[src/rtl/r2y_pkg.sv]
package r2y_pkg;

  // Widths
  localparam int unsigned PixW   = 16;
  localparam int unsigned NumW   = 19;
  localparam int unsigned OutW   = 8;
  localparam int unsigned RecipS = 20;
  localparam int unsigned RecipW = 11;
  localparam int unsigned ProdW  = NumW + RecipW;

  // Conversion weights
  localparam int unsigned YR = 299;
  localparam int unsigned YG = 587;
  localparam int unsigned YB = 114;
  localparam int unsigned YDiv = 1000;
  localparam int unsigned UR = 147;
  localparam int unsigned UG = 289;
  localparam int unsigned UB = 436;
  localparam int unsigned UOff = 436 * 256;
  localparam int unsigned UDiv = 873;
  localparam int unsigned VR = 615;
  localparam int unsigned VG = 515;
  localparam int unsigned VB = 100;
  localparam int unsigned VOff = 615 * 256;
  localparam int unsigned VDiv = 1231;

  // Reciprocals, floor(2^RecipS / divisor); estimate is low by at most one
  localparam int unsigned YRecip = (1 << RecipS) / YDiv;
  localparam int unsigned URecip = (1 << RecipS) / UDiv;
  localparam int unsigned VRecip = (1 << RecipS) / VDiv;

  typedef logic [NumW-1:0] num_t;
  typedef logic [OutW-1:0] quo_t;

  // Pipeline control that travels with each item
  typedef struct packed {
    logic valid;
    logic half;
  } ctl_t;

  typedef struct packed {
    num_t y0;
    num_t u0;
    num_t v0;
    num_t y1;
    num_t u1;
    num_t v1;
  } nums_t;

  typedef struct packed {
    quo_t y0;
    quo_t u0;
    quo_t v0;
    quo_t y1;
    quo_t u1;
    quo_t v1;
  } quos_t;

  // Widened components of one RGB555 pixel
  function automatic num_t red_of(input logic [PixW-1:0] px);
    return NumW'({px[14:10], 3'b000});
  endfunction

  function automatic num_t green_of(input logic [PixW-1:0] px);
    return NumW'({px[9:5], 3'b000});
  endfunction

  function automatic num_t blue_of(input logic [PixW-1:0] px);
    return NumW'({px[4:0], 3'b000});
  endfunction

  // Numerators; always non-negative and below 2^NumW, so modular math is exact
  function automatic num_t luma_num(input logic [PixW-1:0] px);
    return red_of(px) * NumW'(YR) + green_of(px) * NumW'(YG) + blue_of(px) * NumW'(YB);
  endfunction

  function automatic num_t cb_num(input logic [PixW-1:0] px);
    return blue_of(px) * NumW'(UB) + NumW'(UOff)
         - red_of(px) * NumW'(UR) - green_of(px) * NumW'(UG);
  endfunction

  function automatic num_t cr_num(input logic [PixW-1:0] px);
    return red_of(px) * NumW'(VR) + NumW'(VOff)
         - green_of(px) * NumW'(VG) - blue_of(px) * NumW'(VB);
  endfunction

endpackage

[src/rtl/r2y_numer.sv]
module r2y_numer (
  input  logic                     clk,
  input  logic                     rst,
  input  r2y_pkg::ctl_t            ctl_in,
  input  logic [r2y_pkg::PixW-1:0] pixel_first,
  input  logic [r2y_pkg::PixW-1:0] pixel_second,
  output r2y_pkg::ctl_t            ctl_out,
  output r2y_pkg::nums_t           nums
);

  // Control stage
  always_ff @(posedge clk) begin
    if (rst) begin
      ctl_out <= '0;
    end else begin
      ctl_out <= ctl_in;
    end
  end

  // Weighted sums for both pixels
  always_ff @(posedge clk) begin
    nums.y0 <= r2y_pkg::luma_num(pixel_first);
    nums.u0 <= r2y_pkg::cb_num(pixel_first);
    nums.v0 <= r2y_pkg::cr_num(pixel_first);
    nums.y1 <= r2y_pkg::luma_num(pixel_second);
    nums.u1 <= r2y_pkg::cb_num(pixel_second);
    nums.v1 <= r2y_pkg::cr_num(pixel_second);
  end

endmodule

[src/rtl/r2y_divide.sv]
module r2y_divide (
  input  logic           clk,
  input  logic           rst,
  input  r2y_pkg::ctl_t  ctl_in,
  input  r2y_pkg::nums_t nums,
  output r2y_pkg::ctl_t  ctl_out,
  output r2y_pkg::quos_t quos
);

  r2y_pkg::ctl_t  ctl_est;
  r2y_pkg::nums_t nums_est;
  r2y_pkg::quos_t q_est;

  // Reciprocal estimate: floor(n * recip / 2^S), low by at most one
  function automatic r2y_pkg::quo_t estimate(input r2y_pkg::num_t n,
                                             input logic [r2y_pkg::RecipW-1:0] recip);
    logic [r2y_pkg::ProdW-1:0] prod;
    prod = r2y_pkg::ProdW'(n) * r2y_pkg::ProdW'(recip);
    return r2y_pkg::OutW'(prod >> r2y_pkg::RecipS);
  endfunction

  // Correction: bump the estimate when the remainder reaches the divisor
  function automatic r2y_pkg::quo_t correct(input r2y_pkg::num_t n,
                                            input r2y_pkg::quo_t q,
                                            input r2y_pkg::num_t d);
    r2y_pkg::num_t rem;
    rem = n - r2y_pkg::NumW'(q) * d;
    return (rem >= d) ? q + r2y_pkg::OutW'(1) : q;
  endfunction

  // Control for both stages
  always_ff @(posedge clk) begin
    if (rst) begin
      ctl_est <= '0;
      ctl_out <= '0;
    end else begin
      ctl_est <= ctl_in;
      ctl_out <= ctl_est;
    end
  end

  // Stage 1: reciprocal multiply
  always_ff @(posedge clk) begin
    nums_est <= nums;
    q_est.y0 <= estimate(nums.y0, r2y_pkg::RecipW'(r2y_pkg::YRecip));
    q_est.u0 <= estimate(nums.u0, r2y_pkg::RecipW'(r2y_pkg::URecip));
    q_est.v0 <= estimate(nums.v0, r2y_pkg::RecipW'(r2y_pkg::VRecip));
    q_est.y1 <= estimate(nums.y1, r2y_pkg::RecipW'(r2y_pkg::YRecip));
    q_est.u1 <= estimate(nums.u1, r2y_pkg::RecipW'(r2y_pkg::URecip));
    q_est.v1 <= estimate(nums.v1, r2y_pkg::RecipW'(r2y_pkg::VRecip));
  end

  // Stage 2: remainder check
  always_ff @(posedge clk) begin
    quos.y0 <= correct(nums_est.y0, q_est.y0, r2y_pkg::NumW'(r2y_pkg::YDiv));
    quos.u0 <= correct(nums_est.u0, q_est.u0, r2y_pkg::NumW'(r2y_pkg::UDiv));
    quos.v0 <= correct(nums_est.v0, q_est.v0, r2y_pkg::NumW'(r2y_pkg::VDiv));
    quos.y1 <= correct(nums_est.y1, q_est.y1, r2y_pkg::NumW'(r2y_pkg::YDiv));
    quos.u1 <= correct(nums_est.u1, q_est.u1, r2y_pkg::NumW'(r2y_pkg::UDiv));
    quos.v1 <= correct(nums_est.v1, q_est.v1, r2y_pkg::NumW'(r2y_pkg::VDiv));
  end

endmodule

[src/rtl/r2y_combine.sv]
module r2y_combine (
  input  logic                     clk,
  input  logic                     rst,
  input  r2y_pkg::ctl_t            ctl_in,
  input  r2y_pkg::quos_t           quos,
  output logic                     done,
  output logic [r2y_pkg::OutW-1:0] luma_first,
  output logic [r2y_pkg::OutW-1:0] chroma_blue,
  output logic [r2y_pkg::OutW-1:0] luma_second,
  output logic [r2y_pkg::OutW-1:0] chroma_red
);

  logic [r2y_pkg::OutW:0] u_sum;
  logic [r2y_pkg::OutW:0] v_sum;

  // Pair sums for the floor average
  assign u_sum = {1'b0, quos.u0} + {1'b0, quos.u1};
  assign v_sum = {1'b0, quos.v0} + {1'b0, quos.v1};

  // Result strobe
  always_ff @(posedge clk) begin
    if (rst) begin
      done <= 1'b0;
    end else begin
      done <= ctl_in.valid;
    end
  end

  // Output register, half-size mode takes the first pixel only
  always_ff @(posedge clk) begin
    luma_first <= quos.y0;
    if (ctl_in.half) begin
      chroma_blue <= quos.u0;
      luma_second <= quos.y0;
      chroma_red  <= quos.v0;
    end else begin
      chroma_blue <= u_sum[r2y_pkg::OutW:1];
      luma_second <= quos.y1;
      chroma_red  <= v_sum[r2y_pkg::OutW:1];
    end
  end

endmodule

[src/rtl/rgb555_to_yuv422_packer.sv]
// RGB555 pixel pair to packed 4:2:2 group (Y0, U, Y1, V). The block takes one
// item per clock: busy never rises, and an item is taken whenever start is high.
// Each result appears on the output ports for one cycle, marked by done; done
// rises once its item has passed through all four register stages. The receiver
// cannot hold it off, so it must capture every done cycle. The four register
// stages are the weighted sums, the two
// stages of the constant divider (reciprocal multiply, then remainder
// correction) and the averaging output stage. half_size_mode is written through
// cfg_we / cfg_data and should change only while no item is in flight.
module rgb555_to_yuv422_packer (
  input  logic                     clk,
  input  logic                     rst,
  input  logic                     start,
  output logic                     busy,
  input  logic [r2y_pkg::PixW-1:0] pixel_first,
  input  logic [r2y_pkg::PixW-1:0] pixel_second,
  input  logic                     cfg_we,
  input  logic                     cfg_data,
  output logic                     done,
  output logic [r2y_pkg::OutW-1:0] luma_first,
  output logic [r2y_pkg::OutW-1:0] chroma_blue,
  output logic [r2y_pkg::OutW-1:0] luma_second,
  output logic [r2y_pkg::OutW-1:0] chroma_red
);

  logic           half_size_mode;
  r2y_pkg::ctl_t  ctl_in;
  r2y_pkg::ctl_t  ctl_num;
  r2y_pkg::ctl_t  ctl_div;
  r2y_pkg::nums_t nums;
  r2y_pkg::quos_t quos;

  // Fully pipelined, never stalls
  assign busy = 1'b0;

  // Mode register
  always_ff @(posedge clk) begin
    if (rst) begin
      half_size_mode <= 1'b0;
    end else if (cfg_we) begin
      half_size_mode <= cfg_data;
    end
  end

  assign ctl_in.valid = start & ~busy;
  assign ctl_in.half  = half_size_mode;

  r2y_numer u_numer (
    .clk          (clk),
    .rst          (rst),
    .ctl_in       (ctl_in),
    .pixel_first  (pixel_first),
    .pixel_second (pixel_second),
    .ctl_out      (ctl_num),
    .nums         (nums)
  );

  r2y_divide u_divide (
    .clk     (clk),
    .rst     (rst),
    .ctl_in  (ctl_num),
    .nums    (nums),
    .ctl_out (ctl_div),
    .quos    (quos)
  );

  r2y_combine u_combine (
    .clk         (clk),
    .rst         (rst),
    .ctl_in      (ctl_div),
    .quos        (quos),
    .done        (done),
    .luma_first  (luma_first),
    .chroma_blue (chroma_blue),
    .luma_second (luma_second),
    .chroma_red  (chroma_red)
  );

endmodule
[config.mk]
export PLATFORM = sky130hd
export DESIGN_NAME = rgb555_to_yuv422_packer
export DESIGN_NICKNAME = d
export VERILOG_FILES = /design/src/rtl/r2y_pkg.sv /design/src/rtl/r2y_numer.sv /design/src/rtl/r2y_divide.sv /design/src/rtl/r2y_combine.sv /design/src/rtl/rgb555_to_yuv422_packer.sv
export SDC_FILE = /design/constraint.sdc
export NUM_CORES = 2
export LEC_CHECK = 0
export ABC_CLOCK_PERIOD_IN_PS = 8280
export BUFFER_PORTS_ARGS = -buffer_cell sky130_fd_sc_hd__buf_2
export CAP_MARGIN = 10
export CORE_MARGIN = 2
export CORE_UTILIZATION = 35
export CTS_CLUSTER_DIAMETER = 50
export CTS_CLUSTER_SIZE = 40
export DETAILED_ROUTE_END_ITERATION = 6
export PLACE_DENSITY_LB_ADDON = 0.3
export SLEW_MARGIN = 25
export SYNTH_ARGS = -nofsm -noshare
export SYNTH_HDL_FRONTEND = slang
export SYNTH_SLANG_ARGS = --single-unit
[constraint.sdc]
create_clock -name clk -period 8.28 [get_ports clk]
set_input_delay 0.414 -clock clk [delete_from_list [all_inputs] [get_ports clk]]
set_output_delay 0.414 -clock clk [all_outputs]
set_load 0.02 [all_outputs]
==> run summary <==
flop2flop setup slack - 1.65 ns
hold path startpoint - u_divide.quos[47]
# fillers - 13,630
Post-Syn Instances - 5,152
CP Data Arrival Time - 7.13 ns
Setup WS pre-CTS - 1.625 ns
full die area - 139,000 um2
sequential area share after synthesis - 13.45%
synth unique cells - 88
H-tree depth - 2
IO Count - 71
starting density of the core - 35.19%
Max transition margin - 34.57%
status - finished clean
most frequent cells in the layout - 1,220 x ha_1, 1,219 x inv_1, 453 x fa_1
Core ar. - 135,300 um2
Hold EP - u_combine.luma_first[7]
synth-to-layout area growth - 9.152%
total of max-cap violations - 0
Avg WL per Cell - 13.77 um
clk buf depth - 3
Total Wirelength - 97,500 um
Register Area - 6407 um2
post-route setup slack - 1.652 ns
Reg-to-Reg End - u_divide.quos[22]
CTS tree - yes
vias per std cell - 4.656
Initial DRC Count - 954
final worst-path cycle share - 80.05%
Warnings, synthesis - 0
Clock Skew - 0.03054 ns
CTS Buf Count - 52
endpoints failing setup - 0
Post-synth EDFFs - 0
clk sinks - 320
Worst R2R Start - u_divide.q_est[17]
critical path required time - 8.78 ns
hold crit path type - flop to flop
Tmin final - 6.628 ns
RSZ-0062 raised after global routing - no
most common cell after layout, fill and taps aside - ha_1
routability congestion estimate - 0.8311
# DRC - 0
Clock Latency Late Sink - 0.63 ns
port buffer count - 67
Multi-input gate area - 36,540 um2
Crit Path Max Fanout - 9
floorplan row count - 135
half-perimeter wire length after placement - 83,340 um
Main synth FF type - dfxtp_1
Die H - 372.9 um
DR pass1 iterations - 5
synthesized netlist net count - 6,862
Routed Antenna Nets - 0
pin count of the biggest net entering global routing - 41
vias in the first global route - 33,950
setup tns final - 0 ns
#FFs+latches synth - 320
via count - 32,970
nets - 6,965
Async SR Flop Fraction - 0%
ratio of cells with drive above 1 in the final layout - 4.171%
total gr overflow - 0
Setup Fix Bufs, Post-CTS - 0
Fin. Hold Viols - 0
synthesized area per cell - 9.243 um2
Setup crit start kind - flop
FMAX - 0.1509 GHz
Root Buffer - clkbuf_16
first-pass GRT wire length - 166,600 um
Worst-path clk slew - 0.06 ns
reg2reg path depth - 23
Least-Margin Pin Slew - 0.9814 ns
initial antenna violation count - 1
Slew Viols, Final - 0
Crit Path Category - flop to flop
hold path depth - 0
endpoint type of the worst setup path - flop
total global-route track usage - 14.40%
Post-Syn Area - 47,620 um2
Die Wd - 372.9 um
[logic make-up (layout without fill, tap and decap cells)]
logic type / count (synthesis) / in the layout / share of synthesized area (%)
adders and majority gates: 1673 / 1673 / 51.10
buffers and inverters: 1244 / 1391 / 9.822
AOI/OAI and AO/OA: 775 / 775 / 10.62
and+or+nand+nor: 756 / 756 / 7.864
xor gates and xnor gates: 359 / 359 / 6.603
DFF: 320 / 320 / 13.45
muxes: 24 / 24 / 0.5281
other: 1 / 2 / 0.007875
[flip-flops by register name, summed over array words and instances (netlist names)]
name	cells
u_combine.luma_second	8
u_divide.ctl_out	2
u_divide.nums_est	92
u_divide.ctl_est	2
u_divide.q_est	48
u_divide.quos	48
u_numer.ctl_out	2
half_size_mode	1
u_combine.luma_first	8
u_combine.chroma_blue	8
u_numer.nums	92
u_combine.chroma_red	8
u_combine.done	1
[cells in the mapped netlist (20+ instances only)]
| cell | count | area share [%] |
|---|---|---|
| a211oi_1 | 29 | 0.46 |
| a21boi_0 | 21 | 0.33 |
| a21o_1 | 62 | 0.98 |
| a21oi_1 | 214 | 2.2 |
| a31oi_1 | 38 | 0.50 |
| and3_1 | 30 | 0.39 |
| dfxtp_1 | 320 | 13 |
| fa_1 | 453 | 19 |
| ha_1 | 1220 | 32 |
| inv_1 | 1219 | 9.6 |
| nand2_1 | 154 | 1.2 |
| nand2b_1 | 44 | 0.58 |
| nand3_1 | 64 | 0.67 |
| nand4_1 | 20 | 0.26 |
| nor2_1 | 198 | 1.6 |
| nor2b_1 | 61 | 0.80 |
| nor3_1 | 90 | 0.95 |
| o211ai_1 | 21 | 0.33 |
| o21a_1 | 59 | 0.93 |
| o21ai_0 | 154 | 1.6 |
| o21bai_1 | 41 | 0.65 |
| or3_1 | 24 | 0.32 |
| xnor2_1 | 254 | 4.7 |
| xor2_1 | 105 | 1.9 |
[worst max-delay path by stage]
stage / start / to / slack [ns] / depth (start not counted)
after CTS: u_divide.q_est[17] / u_divide.quos[22] / 1.61 / 23
after global routing: u_divide.q_est[17] / u_divide.quos[22] / 1.00 / 23
after detailed placement: u_divide.q_est[17] / u_divide.quos[22] / 1.63 / 23
final: u_divide.q_est[17] / u_divide.quos[22] / 1.65 / 23
after global placement: u_divide.q_est[41] / u_divide.quos[46] / 1.65 / 26
after floorplan: u_divide.q_est[17] / u_divide.quos[22] / 2.36 / 23
[layout make-up]
| class | instances | share of cell area [%] |
|---|---|---|
| timing repair buffer | 74 | 0.7751 |
| multi-input combinational | 3588 | 70.29 |
| tap | 1781 | 4.287 |
| clock buffer | 57 | 2.619 |
| inverter | 1219 | 8.803 |
| antenna | 1 | 0.004815 |
| sequential | 320 | 12.33 |
| clock inverter | 41 | 0.8907 |
[what timing repair did]
action                    CTS  global route
hold buffers                6             0
hold endpoints to repair    7             0
resized for setup           0             0
[per-stage QoR]
step                      std cells  hold WS (ns)  instance area (um2)  util [%]
after floorplan                5152        0.3257                47620         -
after global placement         6976        0.3374                50090     37.02
after detailed placement       6976        0.3345                50090     37.02
after CTS                      7080        0.3293                51970     38.41
after global routing           7080        0.3478                51970     38.41
final                          7081        0.3429                51980     38.42
[worst max-delay path: stages, from the launching register on]
cell	delay, ns
dfxtp_1	0.51
inv_1	0.21
fa_1	0.60
fa_1	0.44
fa_1	0.49
fa_1	0.52
inv_1	0.04
ha_1	0.32
a21boi_0	0.13
o21ai_0	0.23
a21boi_0	0.13
o21ai_0	0.22
a21oi_1	0.13
nand2b_1	0.16
ha_1	0.33
and3_1	0.17
and2_1	0.17
or4_1	0.45
o21ai_0	0.23
xnor2_1	0.09
and3_1	0.19
o21ai_2	0.40
nand4_1	0.19
xnor2_1	0.16
[metal layers]
metal / global-route usage, % / up-vias / wire, um
met4: 3.467 / 0 / 2101
met3: 1.465 / 107 / 2342
li1: - / 17150 / -
met2: 24.76 / 274 / 45480
met1: 19.32 / 15440 / 47570
met5: 0 / - / 0
Power is left out: the tool's default activity adds up to more than one toggle a clock period on the data nets, which glitch-free logic cannot reach.
